<file path="src/rtl/core/cursor_line_editor_defines.svh">
// Assertion macros for the line editor top level.
`ifndef CURSOR_LINE_EDITOR_DEFINES_SVH
`define CURSOR_LINE_EDITOR_DEFINES_SVH

// Implication checked on every rising clock edge outside reset.
`define CLE_ASSERT_IMP(label, ante, cons) \
   label: assert property (@(posedge clock) disable iff (reset) (ante) |-> (cons)) \
      else $error("cursor_line_editor: implication check failed");

// Invariant checked on every rising clock edge outside reset.
`define CLE_ASSERT_ALWAYS(label, expr) \
   label: assert property (@(posedge clock) disable iff (reset) (expr)) \
      else $error("cursor_line_editor: invariant check failed");

`endif

</file>
<file path="src/rtl/core/cle_pkg.sv">
// Types, codes and sizes shared by the line editor modules.
package cle_pkg;

   localparam int DEPTH       = 1024;
   localparam int ADDR_W      = $clog2(DEPTH);
   localparam int PTR_W       = ADDR_W + 1;

   localparam int CMD_W       = 3;
   localparam int CH_W        = 8;
   localparam int POS_W       = 10;
   localparam int LEN_W       = 11;
   localparam int STATUS_W    = 2;

   // Width that holds both a text index and a pointer without overflow.
   localparam int CALC_W      = (PTR_W > POS_W + 1) ? PTR_W : POS_W + 1;

   localparam int QUEUE_DEPTH = 2;

   localparam int REQ_TDATA_W = 24;
   localparam int REQ_TUSER_W = 3;
   localparam int RSP_TDATA_W = 32;
   localparam int RSP_TUSER_W = 2;

   typedef enum logic [CMD_W-1:0] {
      CMD_INSERT = 3'd0,
      CMD_LEFT   = 3'd1,
      CMD_RIGHT  = 3'd2,
      CMD_BACK   = 3'd3,
      CMD_READ   = 3'd4
   } cmd_type;

   typedef enum logic [2:0] {
      OP_INSERT,
      OP_LEFT,
      OP_RIGHT,
      OP_BACK,
      OP_READ,
      OP_IGNORE
   } op_type;

   typedef enum logic [STATUS_W-1:0] {
      ST_DONE  = 2'd0,
      ST_FULL  = 2'd1,
      ST_EDGE  = 2'd2,
      ST_RANGE = 2'd3
   } status_type;

   typedef enum logic [1:0] {
      BK_EXEC,
      BK_MOVE,
      BK_READ
   } back_state_type;

   typedef struct packed {
      op_type            op;
      logic [CH_W-1:0]   ch;
      logic [POS_W-1:0]  pos;
   } op_word_type;

   typedef struct packed {
      logic [CH_W-1:0]   read_char;
      logic [LEN_W-1:0]  text_length;
      logic [LEN_W-1:0]  cursor_pos;
      status_type        status;
   } result_type;

endpackage

</file>
<file path="src/rtl/core/cle_fifo.sv">
// Short queue of classified operations between the front and back ends.
module cle_fifo (
   input  logic                 clock,
   input  logic                 reset,
   input  logic                 push_valid,
   output logic                 push_ready,
   input  cle_pkg::op_word_type push_word,
   output logic                 pop_valid,
   input  logic                 pop_ready,
   output cle_pkg::op_word_type pop_word
);
   import cle_pkg::*;

   localparam int QPTR_W = (QUEUE_DEPTH > 1) ? $clog2(QUEUE_DEPTH) : 1;
   localparam int QCNT_W = $clog2(QUEUE_DEPTH + 1);

   op_word_type       entry_ff [QUEUE_DEPTH];
   logic [QPTR_W-1:0] wr_ptr_ff, wr_ptr_in;
   logic [QPTR_W-1:0] rd_ptr_ff, rd_ptr_in;
   logic [QCNT_W-1:0] count_ff,  count_in;
   logic              do_push, do_pop;

   assign push_ready = (count_ff != QCNT_W'(QUEUE_DEPTH));
   assign pop_valid  = (count_ff != '0);
   assign pop_word   = entry_ff[rd_ptr_ff];
   assign do_push    = push_valid && push_ready;
   assign do_pop     = pop_valid && pop_ready;

   always_comb begin
      wr_ptr_in = wr_ptr_ff;
      rd_ptr_in = rd_ptr_ff;
      count_in  = count_ff;
      if (do_push) begin
         wr_ptr_in = (wr_ptr_ff == QPTR_W'(QUEUE_DEPTH - 1)) ? '0 : wr_ptr_ff + QPTR_W'(1);
      end
      if (do_pop) begin
         rd_ptr_in = (rd_ptr_ff == QPTR_W'(QUEUE_DEPTH - 1)) ? '0 : rd_ptr_ff + QPTR_W'(1);
      end
      if (do_push && !do_pop) begin
         count_in = count_ff + QCNT_W'(1);
      end else if (do_pop && !do_push) begin
         count_in = count_ff - QCNT_W'(1);
      end
   end

   always_ff @(posedge clock) begin
      if (reset) begin
         wr_ptr_ff <= '0;
         rd_ptr_ff <= '0;
         count_ff  <= '0;
      end else begin
         wr_ptr_ff <= wr_ptr_in;
         rd_ptr_ff <= rd_ptr_in;
         count_ff  <= count_in;
      end
   end

   always_ff @(posedge clock) begin
      if (do_push) begin
         entry_ff[wr_ptr_ff] <= push_word;
      end
   end

endmodule

</file>
<file path="config.mk">
export PLATFORM = sky130hd
export DESIGN_NAME = cle_fifo
export DESIGN_NICKNAME = d
export VERILOG_FILES = /design/src/rtl/core/cursor_line_editor_defines.svh /design/src/rtl/core/cle_pkg.sv /design/src/rtl/core/cle_fifo.sv
export SDC_FILE = /design/constraint.sdc
export NUM_CORES = 1
export LEC_CHECK = 0
export BUFFER_PORTS_ARGS = -buffer_cell sky130_fd_sc_hd__clkbuf_2
export CAP_MARGIN = 20
export CORE_MARGIN = 4
export CORE_UTILIZATION = 45
export DETAILED_ROUTE_END_ITERATION = 10
export PLACE_DENSITY = 0.73
export SLEW_MARGIN = 15
export SYNTH_ARGS = -nofsm -noshare
export SYNTH_HDL_FRONTEND = slang
export SYNTH_SLANG_ARGS = --single-unit
</file>
<file path="constraint.sdc">
create_clock -name clock -period 1.6 [get_ports clock]
set_input_delay 0.32 -clock clock [delete_from_list [all_inputs] [get_ports clock]]
set_output_delay 0.32 -clock clock [all_outputs]
set_load 0.02 [all_outputs]
</file>
==> flow_summary.yaml <==
run_status:
  status: "complete, but fails checks"
  violations: "negative setup slack"
timing:
  slew_violations: 0
  finalWorstSetupSlack_ns: -0.0382
  finalHoldViolCount: 0
  clock.fmax_mhz: 610
  rsz0062_at_grt: "true"
  fin_skew_ns: 0.00726
  timing.slew.headroom: 0.772
  fin_crit_sh: 1.02
  tightest_slew_ns: 0.339
  setup_violations: 12
  hold_slack_ns: 0.213
  setup_tns_ns: -0.311
  min_period_ns: 1.64
floorplan:
  die_w_um: 70.0
  initial_core_util: 0.469
  io_pins: 48
  die-height_um: 70.0
  coreArea_um2: 3690
  rows: 22
  dieArea_um2: 4900
finish:
  fin_nets: 173
  layout_commonest_cell: "edfxtp_1"
  drive_above_1_share: 0.601
  n_antenna_cell: 0
  most-common-layout-cells: "edfxtp_1, clkbuf_2, mux2_2"
  fill_cells: 290
  syn_to_final_growth_pct: 34.1
yosys:
  ys_seq_area_frac: 0.787
  ys_top_cells_by_area: "edfxtp_1, mux2_2, dfxtp_1"
  ys_seq_elements: 47
  ys_warn_count: 0
  yosysUniqueCellTypes: 17
  avgSynthCellArea_um2: 19.4
  yosysTopAreaCellShare: 0.729
  syn_nets: 115
  netlist_area_um2: 1730
  yosys.area.top_type: "edfxtp_1"
  synth_cells: 89
critical_path:
  critical_path_class: "flip-flop to primary output"
  startpoint_type: "flip-flop"
  arrival_ns: 1.32
  crit_required_ns: 1.28
  critPathCaptureType: "primary output"
  worstPathMaxFanout: 9
  worstReg2RegStart: "count_ff[0]$_SDFFE_PP0P_"
cts:
  cts_buffers: 5
  clockRootBuffer: "clkbuf_8"
  cts_hold_buffers: 0
  path_clk_slew_ns: 0.08
  insertion_delay_ns: 0.29
  postCtsSetupBuffers: 0
  cts_tree: "built"
  clock_path_buffers: 2
  clkSinkCount: 47
  htreeDepth: 2
hold_path:
  worstHoldStart: "push_word[11]"
  hold_class: "primary input to flip-flop"
routing:
  dr.pass1.iters: 4
  post_drt_wl_per_cell_um: 15.2
  ant_nets: 0
  viasPerCell: 4.85
  remaining_drc_errors: 0
  via_count: 950
  drt_wl_total_um: 2990
  drtIter0Drc: 31
placed_design:
  dp_hpwl_um: 2110
  place_ws_ns: 0.0250
  place.gp.congestion: 0.689
  io_buffers: 47
power:
  power_density_nw_per_um2: 1580
  p_leak_nw: 0.915
  vdd_drop_max_mv: 0.866
grt:
  grt_max_degree: 22
  grt_pass1_vias: 1063
  antenna_found_initial: 0
  grt_pass1_wl_um: 5040
  grt-ovfl-total: 0
  grt_usage: 0.139
flow_run:
  drv_cap: 0
==> worst max-delay path: stages, from the launching register on <==
cell and delay [ns]:
dfxtp_4 0.39, buf_8 0.14, mux2_2 0.34, buf_2 0.16
==> cells in the mapped netlist, drive strengths merged <==
| cell type | instances |
|---|---|
| a21bo | 1 |
| a21oi | 2 |
| and2 | 1 |
| and3 | 1 |
| buf | 2 |
| dfxtp | 5 |
| edfxtp | 42 |
| ha | 1 |
| inv | 1 |
| mux2 | 21 |
| nand2b | 1 |
| nand3b | 1 |
| nor2 | 3 |
| o21ai | 2 |
| or2 | 1 |
| or3 | 1 |
| xor2 | 3 |
==> flip-flops by register name, summed over array words and instances, names as in the netlist, named ones only <==
register and count:
count_ff 2, entry_ff 42, rd_ptr_ff 1, wr_ptr_ff 1
==> where the power goes <==
group	internal (mW)	leakage [nW]	switching [mW]
combinational	0.674	0.432	0.645
clock	0.348	0.0482	0.358
sequential	1.55	0.435	0.0865
==> area by class of cell <==
class | instances | area, µm² | area share
inverters | 1 | 3.75 | 0.00162
clock inverters | 1 | 5.00 | 0.00216
multi-input cells | 39 | 414 | 0.178
flip-flops and latches | 47 | 1370 | 0.589
repair buffers | 53 | 384 | 0.165
clock buffers | 7 | 86.3 | 0.0372
well taps | 48 | 60.1 | 0.0259
==> kinds of logic after synthesis <==
logic type,count (synthesis),share of synthesized area
AO/OA/AOI/OAI,5,0.0174
buffers and inverters,3,0.00795
adder cells (fa/ha/maj),1,0.00723
XOR/XNOR,3,0.0152
multiplexers,21,0.137
flip-flops,47,0.787
AND/OR/NAND/NOR,9,0.0289
==> stage by stage <==
| step | utilization | instances | area, µm² | total power [mW] |
|---|---|---|---|---|
| 6_report | 0.629 | 196 | 2320 | 3.66 |
| 4_1_cts | 0.599 | 196 | 2210 | 3.51 |
| 3_3_place_gp | 0.562 | 187 | 2070 | 2.68 |
| 2_1_floorplan | - | 89 | 1740 | 2.36 |
| 3_5_place_dp | 0.562 | 187 | 2070 | 2.72 |
| 5_1_grt | 0.629 | 196 | 2320 | 3.89 |
==> repair_timing <==
action,in CTS,in global routing
gates resized for setup,13,46
endpoints found under the setup margin,22,22
pin swaps,0,1
cloned,1,0
==> routing by layer <==
layer  vias to the layer above  routed length (µm)  track usage
met5                         -                   0            0
met4                         0                  47       0.0638
met3                         5                 153       0.0547
met2                        24                1680        0.238
met1                       465                1110        0.151
li1                        456                   -            -
==> path summary, 6_finish.rpt <==
path                                                  end  slack [ns]  depth (start not counted)
worst min register to register   count_ff[1]$_SDFFE_PP0P_        0.53                          2
worst max register to register   count_ff[1]$_SDFFE_PP0P_        0.09                          6
worst max-delay path                         pop_word[13]       -0.04                          3
worst min-delay path            entry_ff[1][11]$_DFFE_PP_        0.21                          1
No activity file was read; power rests on OpenSTA's default activity.
